===== config.mk =====
export PLATFORM = sky130hd
export DESIGN_NAME = integer_to_ascii_formatter_flat
export DESIGN_NICKNAME = d
export VERILOG_FILES = /design/src/sv/i2a_pkg.sv /design/src/sv/i2a_req_if.sv /design/src/sv/i2a_chr_if.sv /design/src/sv/integer_to_ascii_formatter.sv /design/src/sv/i2a_bcd.sv /design/src/sv/i2a_digits.sv /design/src/flat_wrapper.sv
export SDC_FILE = /design/constraint.sdc
export NUM_CORES = 1
export LEC_CHECK = 0
export BUFFER_PORTS_ARGS = -buffer_cell sky130_fd_sc_hd__buf_2
export CAP_MARGIN = 5
export CORE_MARGIN = 5
export CORE_UTILIZATION = 40
export DETAILED_ROUTE_END_ITERATION = 10
export REMOVE_ABC_BUFFERS = 1
export SYNTH_ARGS = -nofsm -noshare
export SYNTH_HDL_FRONTEND = slang
export SYNTH_SLANG_ARGS = --single-unit

===== constraint.sdc =====
create_clock -name clk -period 3.5 [get_ports clk]
set_clock_uncertainty 0.15 [all_clocks]
set_input_delay 0.35 -clock clk [delete_from_list [all_inputs] [get_ports clk]]
set_output_delay 0.35 -clock clk [all_outputs]
set_load 0.02 [all_outputs]

===== src/sv/i2a_pkg.sv =====
`default_nettype none
package i2a_pkg;

	localparam int CMD_W = 3;
	localparam int VAL_W = 32;
	localparam int CHR_W = 8;

	// ten BCD digits hold any 32-bit magnitude; octal needs 33 bits
	localparam int DIG_W = 40;
	localparam int BCD_DIGITS = DIG_W / 4;

	localparam logic [CMD_W-1:0] CMD_LIT  = 3'd0;
	localparam logic [CMD_W-1:0] CMD_RAW  = 3'd1;
	localparam logic [CMD_W-1:0] CMD_SDEC = 3'd2;
	localparam logic [CMD_W-1:0] CMD_UDEC = 3'd3;
	localparam logic [CMD_W-1:0] CMD_HEX  = 3'd4;
	localparam logic [CMD_W-1:0] CMD_OCT  = 3'd5;

	localparam logic [CHR_W-1:0] CH_LF    = 8'h0A;
	localparam logic [CHR_W-1:0] CH_CR    = 8'h0D;
	localparam logic [CHR_W-1:0] CH_MINUS = 8'h2D;
	localparam logic [CHR_W-1:0] CH_ZERO  = 8'h30;
	localparam logic [CHR_W-1:0] CH_X     = 8'h78;
	localparam logic [CHR_W-1:0] CH_A     = 8'h41;

	localparam logic [3:0] DEC_DIGITS = 4'd10;
	localparam logic [3:0] HEX_DIGITS = 4'd8;
	localparam logic [3:0] OCT_DIGITS = 4'd11;

	typedef enum logic [1:0] {
		DM_DEC = 2'd0,
		DM_HEX = 2'd1,
		DM_OCT = 2'd2
	} dig_mode_t;

	typedef struct packed {
		logic      load;
		logic      step;
		dig_mode_t mode;
	} dig_ctrl_t;

	typedef struct packed {
		logic [3:0] digit;
		logic       emit;
		logic       last;
	} dig_stat_t;

	function automatic logic [CHR_W-1:0] digit_char(input logic [3:0] d);
		logic [CHR_W-1:0] c;
		if (d < 4'd10) begin
			c = CH_ZERO + {4'd0, d};
		end else begin
			c = CH_A + {4'd0, d} - 8'd10;
		end
		return c;
	endfunction

endpackage
`default_nettype wire


===== src/sv/i2a_req_if.sv =====
`default_nettype none
interface i2a_req_if;
	import i2a_pkg::*;

	logic             valid;
	logic             ready;
	logic [CMD_W-1:0] command;
	logic [VAL_W-1:0] value;

	modport source (output valid, output command, output value, input ready);
	modport sink (input valid, input command, input value, output ready);
endinterface
`default_nettype wire


===== src/sv/i2a_chr_if.sv =====
`default_nettype none
interface i2a_chr_if;
	import i2a_pkg::*;

	logic             valid;
	logic             ready;
	logic [CHR_W-1:0] out_char;
	logic             last;

	modport source (output valid, output out_char, output last, input ready);
	modport sink (input valid, input out_char, input last, output ready);
endinterface
`default_nettype wire


===== src/sv/integer_to_ascii_formatter.sv =====
`default_nettype none
// Integer to ASCII formatter.
// The request channel carries one word per request: a command and a 32-bit
// value. The text channel returns the formatted characters most significant
// first, one word per character, with last set on the final one.
// Commands: literal char (newline becomes newline plus carriage return),
// raw char, signed decimal, unsigned decimal, hex with "0x", octal with "0".
// Commands 6 and 7 are accepted and produce no characters.
// One request is worked at a time; request.ready is high only between
// requests. Hex and octal digits stream from a shift register, one digit
// per cycle unless the text channel stalls, with leading zeros skipped
// (8 or 11 digit slots). Decimal first runs a bit-serial binary-to-BCD
// converter, then walks 10 digit slots. Commands 6 and 7 leave the request
// side ready. The output register holds one finished character; a stalled
// receiver holds the block in place and nothing is lost. Reset clears the
// state machine and the output valid; no clearing pass is needed.
module integer_to_ascii_formatter (
	input  wire logic clk,
	input  wire logic arst_n,
	i2a_req_if.sink   request,
	i2a_chr_if.source text
);
	import i2a_pkg::*;

	typedef enum logic [7:0] {
		S_IDLE   = 8'b0000_0001,
		S_CHAR   = 8'b0000_0010,
		S_CR     = 8'b0000_0100,
		S_SIGN   = 8'b0000_1000,
		S_PFX0   = 8'b0001_0000,
		S_PFXX   = 8'b0010_0000,
		S_CONV   = 8'b0100_0000,
		S_DIGITS = 8'b1000_0000
	} state_t;

	state_t           state_q, state_d;
	logic [CMD_W-1:0] cmd_q;
	logic [VAL_W-1:0] val_q, val_d;
	logic             req_take;
	logic             neg_in;

	logic             out_valid_q;
	logic [CHR_W-1:0] out_char_q;
	logic             out_last_q;
	logic             slot_free;
	logic             push;
	logic [CHR_W-1:0] push_char;
	logic             push_last;

	logic             conv_start;
	logic [VAL_W-1:0] conv_bin;
	logic             conv_done;
	logic [DIG_W-1:0] conv_bcd;

	dig_ctrl_t        dctrl;
	dig_stat_t        dstat;
	logic [DIG_W-1:0] dig_data;

	assign request.ready = (state_q == S_IDLE);
	assign req_take      = request.valid && request.ready;
	assign neg_in        = request.value[VAL_W-1];

	// the output slot takes a new word when empty or being drained
	assign slot_free = !out_valid_q || text.ready;

	// negate once at accept so the converter always sees a magnitude
	assign val_d = (request.command == CMD_SDEC && neg_in) ? (VAL_W'(0) - request.value)
		: request.value;

	assign conv_bin = (state_q == S_IDLE) ? val_d : val_q;

	always_comb begin
		state_d    = state_q;
		push       = 1'b0;
		push_char  = '0;
		push_last  = 1'b0;
		conv_start = 1'b0;
		dctrl.load = 1'b0;
		dctrl.step = 1'b0;
		dctrl.mode = DM_DEC;
		dig_data   = conv_bcd;
		case (state_q)
			S_IDLE: begin
				if (req_take) begin
					case (request.command)
						CMD_LIT, CMD_RAW: state_d = S_CHAR;
						CMD_SDEC: begin
							if (neg_in) begin
								state_d = S_SIGN;
							end else begin
								conv_start = 1'b1;
								state_d    = S_CONV;
							end
						end
						CMD_UDEC: begin
							conv_start = 1'b1;
							state_d    = S_CONV;
						end
						CMD_HEX, CMD_OCT: state_d = S_PFX0;
						default: state_d = S_IDLE;
					endcase
				end
			end
			S_CHAR: begin
				if (slot_free) begin
					push      = 1'b1;
					push_char = val_q[CHR_W-1:0];
					if (cmd_q == CMD_LIT && val_q[CHR_W-1:0] == CH_LF) begin
						state_d = S_CR;
					end else begin
						push_last = 1'b1;
						state_d   = S_IDLE;
					end
				end
			end
			S_CR: begin
				if (slot_free) begin
					push      = 1'b1;
					push_char = CH_CR;
					push_last = 1'b1;
					state_d   = S_IDLE;
				end
			end
			S_SIGN: begin
				if (slot_free) begin
					push       = 1'b1;
					push_char  = CH_MINUS;
					conv_start = 1'b1;
					state_d    = S_CONV;
				end
			end
			S_PFX0: begin
				if (slot_free) begin
					push      = 1'b1;
					push_char = CH_ZERO;
					if (cmd_q == CMD_HEX) begin
						state_d = S_PFXX;
					end else if (val_q == '0) begin
						// octal zero: the prefix digit stands alone
						push_last = 1'b1;
						state_d   = S_IDLE;
					end else begin
						dctrl.load = 1'b1;
						dctrl.mode = DM_OCT;
						dig_data   = {1'b0, val_q, 7'b0};
						state_d    = S_DIGITS;
					end
				end
			end
			S_PFXX: begin
				if (slot_free) begin
					push       = 1'b1;
					push_char  = CH_X;
					dctrl.load = 1'b1;
					dctrl.mode = DM_HEX;
					dig_data   = {val_q, 8'b0};
					state_d    = S_DIGITS;
				end
			end
			S_CONV: begin
				if (conv_done) begin
					dctrl.load = 1'b1;
					dctrl.mode = DM_DEC;
					dig_data   = conv_bcd;
					state_d    = S_DIGITS;
				end
			end
			S_DIGITS: begin
				if (!dstat.emit) begin
					// skip a leading zero without using the slot
					dctrl.step = 1'b1;
				end else if (slot_free) begin
					dctrl.step = 1'b1;
					push       = 1'b1;
					push_char  = digit_char(dstat.digit);
					push_last  = dstat.last;
					if (dstat.last) begin
						state_d = S_IDLE;
					end
				end
			end
			default: state_d = S_IDLE;
		endcase
	end

	always_ff @(posedge clk or negedge arst_n) begin
		if (!arst_n) begin
			state_q     <= S_IDLE;
			out_valid_q <= 1'b0;
		end else begin
			state_q <= state_d;
			if (push) begin
				out_valid_q <= 1'b1;
			end else if (text.ready) begin
				out_valid_q <= 1'b0;
			end
		end
	end

	// hold the request operands and the output word
	always_ff @(posedge clk) begin
		if (req_take) begin
			cmd_q <= request.command;
			val_q <= val_d;
		end
		if (push) begin
			out_char_q <= push_char;
			out_last_q <= push_last;
		end
	end

	i2a_bcd u_bcd (
		.clk    (clk),
		.arst_n (arst_n),
		.start  (conv_start),
		.bin    (conv_bin),
		.done   (conv_done),
		.bcd    (conv_bcd)
	);

	i2a_digits u_digits (
		.clk    (clk),
		.arst_n (arst_n),
		.ctrl   (dctrl),
		.data   (dig_data),
		.stat   (dstat)
	);

	assign text.valid    = out_valid_q;
	assign text.out_char = out_char_q;
	assign text.last     = out_last_q;
endmodule
`default_nettype wire


===== src/sv/i2a_bcd.sv =====
`default_nettype none
module i2a_bcd (
	input  wire logic                    clk,
	input  wire logic                    arst_n,
	input  wire logic                    start,
	input  wire logic [i2a_pkg::VAL_W-1:0] bin,
	output logic                         done,
	output logic [i2a_pkg::DIG_W-1:0]    bcd
);
	import i2a_pkg::*;

	localparam int CNT_W = $clog2(VAL_W + 1);

	logic [VAL_W-1:0] bin_q;
	logic [DIG_W-1:0] bcd_q;
	logic [DIG_W-1:0] adj;
	logic [CNT_W-1:0] cnt_q;
	logic             done_q;

	// add-3 correction on every nibble before the shift
	always_comb begin
		for (int i = 0; i < BCD_DIGITS; i++) begin
			if (bcd_q[4*i +: 4] >= 4'd5) begin
				adj[4*i +: 4] = bcd_q[4*i +: 4] + 4'd3;
			end else begin
				adj[4*i +: 4] = bcd_q[4*i +: 4];
			end
		end
	end

	always_ff @(posedge clk or negedge arst_n) begin
		if (!arst_n) begin
			cnt_q  <= '0;
			done_q <= 1'b0;
		end else begin
			done_q <= 1'b0;
			if (start) begin
				cnt_q <= CNT_W'(VAL_W);
			end else if (cnt_q != '0) begin
				cnt_q <= cnt_q - 1'b1;
				if (cnt_q == CNT_W'(1)) begin
					done_q <= 1'b1;
				end
			end
		end
	end

	always_ff @(posedge clk) begin
		if (start) begin
			bin_q <= bin;
			bcd_q <= '0;
		end else if (cnt_q != '0) begin
			bin_q <= {bin_q[VAL_W-2:0], 1'b0};
			bcd_q <= {adj[DIG_W-2:0], bin_q[VAL_W-1]};
		end
	end

	assign done = done_q;
	assign bcd  = bcd_q;
endmodule
`default_nettype wire


===== src/sv/i2a_digits.sv =====
`default_nettype none
module i2a_digits (
	input  wire logic                    clk,
	input  wire logic                    arst_n,
	input  wire i2a_pkg::dig_ctrl_t      ctrl,
	input  wire logic [i2a_pkg::DIG_W-1:0] data,
	output i2a_pkg::dig_stat_t           stat
);
	import i2a_pkg::*;

	logic [DIG_W-1:0] dig_q;
	logic [3:0]       cnt_q;
	logic             oct_q;
	logic             started_q;
	logic [3:0]       digit;
	logic             emit;

	// top digit sits at the left end of the register
	assign digit = oct_q ? {1'b0, dig_q[DIG_W-1 -: 3]} : dig_q[DIG_W-1 -: 4];
	// drop leading zeros, but always show the final digit
	assign emit  = started_q || (digit != 4'd0) || (cnt_q == 4'd1);

	always_ff @(posedge clk or negedge arst_n) begin
		if (!arst_n) begin
			cnt_q     <= '0;
			started_q <= 1'b0;
			oct_q     <= 1'b0;
		end else if (ctrl.load) begin
			started_q <= 1'b0;
			oct_q     <= (ctrl.mode == DM_OCT);
			case (ctrl.mode)
				DM_DEC:  cnt_q <= DEC_DIGITS;
				DM_HEX:  cnt_q <= HEX_DIGITS;
				DM_OCT:  cnt_q <= OCT_DIGITS;
				default: cnt_q <= DEC_DIGITS;
			endcase
		end else if (ctrl.step && cnt_q != '0) begin
			cnt_q <= cnt_q - 1'b1;
			if (emit) begin
				started_q <= 1'b1;
			end
		end
	end

	always_ff @(posedge clk) begin
		if (ctrl.load) begin
			dig_q <= data;
		end else if (ctrl.step) begin
			dig_q <= oct_q ? {dig_q[DIG_W-4:0], 3'b0} : {dig_q[DIG_W-5:0], 4'b0};
		end
	end

	assign stat.digit = digit;
	assign stat.emit  = emit;
	assign stat.last  = (cnt_q == 4'd1);
endmodule
`default_nettype wire


===== src/flat_wrapper.sv =====
// flat-port wrapper written by rule: the top's interface ports become plain ports
module integer_to_ascii_formatter_flat import i2a_pkg::*;
  (clk, arst_n, request_valid, request_command, request_value, request_ready, text_valid, text_out_char, text_last, text_ready);
  i2a_req_if request_i ();
  i2a_chr_if text_i ();
  input  wire logic clk;
  input  wire logic arst_n;
  input wire logic [$bits(request_i.valid)-1:0] request_valid;
  input wire logic [$bits(request_i.command)-1:0] request_command;
  input wire logic [$bits(request_i.value)-1:0] request_value;
  output wire logic [$bits(request_i.ready)-1:0] request_ready;
  output wire logic [$bits(text_i.valid)-1:0] text_valid;
  output wire logic [$bits(text_i.out_char)-1:0] text_out_char;
  output wire logic [$bits(text_i.last)-1:0] text_last;
  input wire logic [$bits(text_i.ready)-1:0] text_ready;
  assign request_i.valid = request_valid;
  assign request_i.command = request_command;
  assign request_i.value = request_value;
  assign request_ready = request_i.ready;
  assign text_valid = text_i.valid;
  assign text_out_char = text_i.out_char;
  assign text_last = text_i.last;
  assign text_i.ready = text_ready;
  integer_to_ascii_formatter u_core (.clk(clk), .arst_n(arst_n), .request(request_i), .text(text_i));
endmodule

==> results of run 1 <==
## through the flow
stage,setup WS [ns],std cells
6_report,0.462,1422
5_1_grt,0.311,1422
4_1_cts,0.492,1422
3_5_place_dp,0.501,1386
3_3_place_gp,0.577,1386
2_1_floorplan,-1.31,977
## area by class of cell
cell class | instances | area share, %
timing repair buffer | 83 | 4.61
inverter | 34 | 1.12
tap | 330 | 3.64
clock buffer | 17 | 3.75
sequential | 178 | 42.6
clock inverter | 15 | 1.42
multi-input combinational | 765 | 42.8
## cells by family after synthesis
kind of cell	share of synthesized area, %
compound gates	19.0
flops	48.3
mux	5.19
simple gates	16.6
fa+ha+maj	3.50
xor+xnor	3.85
buf+inv	3.58
## cells in the mapped netlist, drive strengths merged, types with 14 or more instances
| master | instances | area share, % |
|---|---|---|
| nand2 | 126 | 4.7 |
| dfrtp | 21 | 5.2 |
| dfxtp | 40 | 8.0 |
| buf | 19 | 0.92 |
| nor2 | 64 | 2.4 |
| a22o | 24 | 2.1 |
| ha | 28 | 3.5 |
| a211oi | 40 | 3.0 |
| o21ai | 88 | 4.4 |
| nand3 | 33 | 1.6 |
| xnor2 | 34 | 3.0 |
| a21oi | 101 | 5.1 |
| nor3b | 14 | 1.0 |
| mux2i | 52 | 5.2 |
| nor4 | 19 | 1.7 |
| inv | 34 | 1.3 |
| clkbuf | 37 | 1.4 |
| edfxtp | 116 | 35 |
| nand2b | 19 | 1.2 |
## placed cells by master (no fill, tap or decap), types with 28 or more instances in the layout
cell type / count
dfxtp_1: 40
xnor2_1: 34
a21oi_1: 100
nand2_1: 126
buf_2: 49
nand3_1: 33
nor2_1: 62
o21ai_0: 85
inv_1: 33
edfxtp_1: 116
mux2i_1: 52
a211oi_1: 40
buf_4: 29
ha_1: 28
## layer usage
metal / vias to the layer above / global-route usage, % / wire (µm)
li1: 3925 / - / -
met1: 3869 / 24.9 / 12000
met2: 189 / 29.2 / 11900
met3: 34 / 3.26 / 1140
met4: 2 / 4.76 / 412
met5: - / 0 / 13
## power breakdown
group | switching (W) | total (W) | internal, W
clock | 0.000933 | 0.00195 | 0.00102
sequential | 0.000606 | 0.00367 | 0.00307
combinational | 0.00183 | 0.00320 | 0.00137
total | 0.00337 | 0.00883 | 0.00546
## state kept, by name, indices dropped and copies added (netlist names)
| register | flops |
|---|---|
| u_core.u_digits.dig_q | 40 |
| u_core.cmd_q | 3 |
| u_core.u_bcd.cnt_q | 6 |
| u_core.u_digits.oct_q | 1 |
| u_core.val_q | 32 |
| u_core.u_digits.started_q | 1 |
| u_core.text.last | 1 |
| u_core.u_bcd.done | 1 |
| u_core.u_bcd.bin_q | 32 |
| u_core.u_bcd.bcd | 40 |
| u_core.state_q | 8 |
| u_core.text.out_char | 8 |
| u_core.text.valid | 1 |
| u_core.u_digits.cnt_q | 4 |
## worst max path at each step
stage                                                         to  slack [ns]  cells after the start
after floorplan           u_core.u_digits.dig_q[0]$_SDFFCE_PP0P_       -1.31                      5
after detailed placement        u_core.u_bcd.bin_q[14]$_DFFE_PP_        0.50                      6
after CTS                       u_core.u_bcd.bin_q[25]$_DFFE_PP_        0.49                      6
after global placement          u_core.u_bcd.bin_q[14]$_DFFE_PP_        0.58                      6
after global routing            u_core.u_bcd.bin_q[25]$_DFFE_PP_        0.31                      6
final                           u_core.u_bcd.bin_q[25]$_DFFE_PP_        0.46                      6
==> flow_summary.ini, run 1 <==
[synthesis]
synth_warnings = 0
synthesis.instances = 1033
seq_area_frac_synth_pct = 48.3
synth_edf_count = 116
syn_area_per_cell_um2 = 9.70
ys_seq_elements = 178
synth_area_um2 = 10000
ys.flop_type = edfxtp_1
async_reset_ff_share_pct = 12.4
netlist-cell-type-count = 63

[detailed_routing]
drc_errors = 0
wire_per_inst_um = 17.9
viasPerCell = 5.64
ant_nets = 0
totalWireLength_um = 25500
vias = 8019
first_iter_violations = 706
drt-pass1-iter-count = 5

[final_layout]
drive_gt1_share_pct = 12.2
synthToLayoutAreaGrowth_pct = 13.3
fillers = 2357
nNetsFinal = 1146
fin_util_pct = 45.6
antennaDiodeCount = 0
area.sequential_um2 = 4840
design_area_um2 = 11400
multi_input_area_um2 = 4860

[floorplanning]
die_w_um = 168
io-pin-count = 50
coreArea_um2 = 24900
die-area_um2 = 28300
num_rows = 58
die_h_um = 168
start_util_pct = 40.3

[run_status]
status = finished clean

[timing]
finalCritPeriodShare_pct = 86.8
rsz0062_at_grt = no
tightest_slew_ns = 1.01
period_minus_slack_ns = 3.04
slew-limit-headroom_pct = 32.2
setup_tns_ns = 0
hold_ws_ns = 0.0137
clock.fmax_mhz = 329
timing.final.hold_violations = 0
slew_viol_final = 0
setup_viol = 0

[worst_setup_path]
path_delay_family = simple AND/OR/NAND/NOR gates
worstSetupStartpoint = u_core.state_q[5]$_DFFE_PN0P_
path_cells = nor4_4 > and3_1 > and3_1 > nor2_4 > nand2_1 > buf_4
cp.arrival_ns = 2.99
reg2reg_slack_ns = 0.46
crit_slowest_cell = nor4_4
cp_data_required_time_ns = 3.46
start_kind = register
worstReg2RegEnd = u_core.u_bcd.bin_q[25]$_DFFE_PP_
path_class = register to register
critPathCaptureType = register
reg2reg_depth = 6
r2r_start = u_core.state_q[5]$_DFFE_PN0P_
crit_buf_inv = 1
crit_fanout = 50
slowest_delay_ns = 0.51
cp_common_cell = and3_1

[min_path]
hold_path_depth = 1
hold_class = input port to register
holdCritStartpoint = request_value[0]
holdPathEnd = u_core.val_q[0]$_DFFE_PN_

[power_and_ir_drop]
leakage_nw = 4.34
power_w = 0.00883
ir_worst_vdd_v = 0.000766
p_per_area_nw_per_um2 = 778

[clock_tree]
cts_resized = 0
clk_latency_ns = 0.44
cts_tree = built
numCtsBuffers = 17
path_clk_slew_ns = 0.08
cts-root-buf = clkbuf_16
cts_sinks = 178
postCtsSetupBuffers = 0
htreeDepth = 4
cts-hold-fix-buffers = 4
clockBufferDepth = 2

[global_route]
grt_max_degree = 52
antenna_found_initial = 1
grt_overflow = 0
first_global_vias = 7576
grt_pass1_wl_um = 41000
grt_usage_pct = 18.0

[place]
place_hpwl_um = 18200
placed_cell_area_um2 = 10700
portBuffers = 49
gp_congestion = 0.876

[job]
drv_cap = 0
Power figures use the tool's default switching activity.
==> inputs of run 2 (changes only) <==
MAX_ROUTING_LAYER = met4   (was not set)
==> run 2 against run 1 <==
Routed wire length is 0.21% higher; register-to-register slack better by 0.03 ns; critical path depth stayed put; sequential share of layout area about the same.
==> flow_summary.ini, run 2 (synthesis gave the netlist of run 1 again) <==
[worst_setup_path]
cp_common_cell = and3_1
crit_slowest_cell = nor4_4
start_kind = register
critPathCaptureType = register
path_class = register to register
cp_data_required_time_ns = 3.46
path_delay_family = simple AND/OR/NAND/NOR gates
crit_buf_inv = 1
path_cells = nor4_4 > and3_1 > and3_1 > nor2_4 > nand2_1 > buf_4
crit_fanout = 50
slowest_delay_ns = 0.51
cp.arrival_ns = 2.97

[clock_tree]
postCtsSetupBuffers = 0
htreeDepth = 4
cts-root-buf = clkbuf_16
cts_resized = 0
cts_sinks = 178
path_clk_slew_ns = 0.08
cts-hold-fix-buffers = 4
clockBufferDepth = 2
clk_latency_ns = 0.44
numCtsBuffers = 17
cts_tree = built

[detailed_routing]
wire_per_inst_um = 17.9
first_iter_violations = 803
ant_nets = 0
viasPerCell = 5.65
totalWireLength_um = 25500
drt-pass1-iter-count = 5
drc_errors = 0
vias = 8045

[global_route]
first_global_vias = 7569
grt_pass1_wl_um = 41000
antenna_found_initial = 1
grt_overflow = 0
grt_max_degree = 52
grt_usage_pct = 18.5

[timing]
rsz0062_at_grt = no
finalCritPeriodShare_pct = 86.0
timing.final.hold_violations = 0
setup_viol = 0
hold_ws_ns = 0.0146
setup_tns_ns = 0
slew_viol_final = 0
clock.fmax_mhz = 332
tightest_slew_ns = 1.01
period_minus_slack_ns = 3.01
slew-limit-headroom_pct = 32.6

[min_path]
hold_class = input port to register

[floorplanning]
die_w_um = 168
num_rows = 58
start_util_pct = 40.3
coreArea_um2 = 24900
io-pin-count = 50
die-area_um2 = 28300
die_h_um = 168

[power_and_ir_drop]
leakage_nw = 4.34
p_per_area_nw_per_um2 = 778
ir_worst_vdd_v = 0.000770

[place]
dp.cells = 1386
portBuffers = 49
place_hpwl_um = 18200
gp_congestion = 0.890

[final_layout]
layoutNonFillerInstCount = 1423
synthToLayoutAreaGrowth_pct = 13.3
fin_util_pct = 45.6
nNetsFinal = 1146
final_common_cell = nand2_1
drive_gt1_share_pct = 12.2
layout_common_cells = 126 x nand2_1, 116 x edfxtp_1, 100 x a21oi_1, 85 x o21ai_0, 62 x nor2_1

[run_status]
status = finished clean

[job]
drv_cap = 0
[run 2: cell count changes in the layout (fill, tap and decap cells not counted)]
cell / before / now
diode_2: 0 / 1
[run 2: path summary, 6_finish.rpt]
kind | start | to | slack [ns] | depth (start not counted)
setup reg to reg | u_core.state_q[5]$_DFFE_PN0P_ | u_core.u_bcd.bin_q[25]$_DFFE_PP_ | 0.49 | 6
hold / removal | request_value[0] | u_core.val_q[0]$_DFFE_PN_ | 0.01 | 1
min in group asynchronous | arst_n | u_core.u_bcd.cnt_q[3]$_DFFE_PN0P_ | 0.29 | 2
max in group asynchronous | arst_n | u_core.u_digits.oct_q$_DFFE_PN0N_ | 2.51 | 2
setup / recovery | u_core.state_q[5]$_DFFE_PN0P_ | u_core.u_bcd.bin_q[25]$_DFFE_PP_ | 0.49 | 6
hold reg to reg | u_core.u_bcd.bcd[5]$_SDFFE_PP0P_ | u_core.u_bcd.bcd[5]$_SDFFE_PP0P_ | 0.34 | 2
[run 2: through the flow]
stage,cell area [µm²],total power [W],setup slack (ns)
global route,11400,0.00948,0.318
detailed placement,10700,0.00692,0.501
CTS,11400,0.00887,0.492
finish,11400,0.00883,0.491
global placement,10700,0.00683,0.577
floorplan,9790,0.00595,-1.31
[run 2: layer usage]
metal	global-route usage (%)	wire, µm
met1	24.9	12000
met2	29.3	12000
met3	3.10	1110
met4	4.87	397
met5	-	0
[run 2: cell type report]
type                            count  area [µm²]
Clock inverter                     15         161
Timing Repair Buffer               83         523
Clock buffer                       17         425
Sequential cell                   178        4840
Fill cell                        2358       13500
Multi-Input combinational cell    765        4860
Inverter                           34         128
Tap cell                          330         413
Antenna cell                        1        2.50
[run 2: power by group]
group / total [W] / switching [W] / internal (W)
sequential: 0.00368 / 0.000609 / 0.00307
combinational: 0.00321 / 0.00183 / 0.00137
clock: 0.00195 / 0.000932 / 0.00102
total: 0.00883 / 0.00337 / 0.00546
[run 2: worst register-to-register path, delay by kind of cell, from the launching register on]
family / cells / cell delay [ns]
flip-flops: 1 / 0.49
buffers and inverters: 1 / 0.30
AND/OR/NAND/NOR: 5 / 1.73
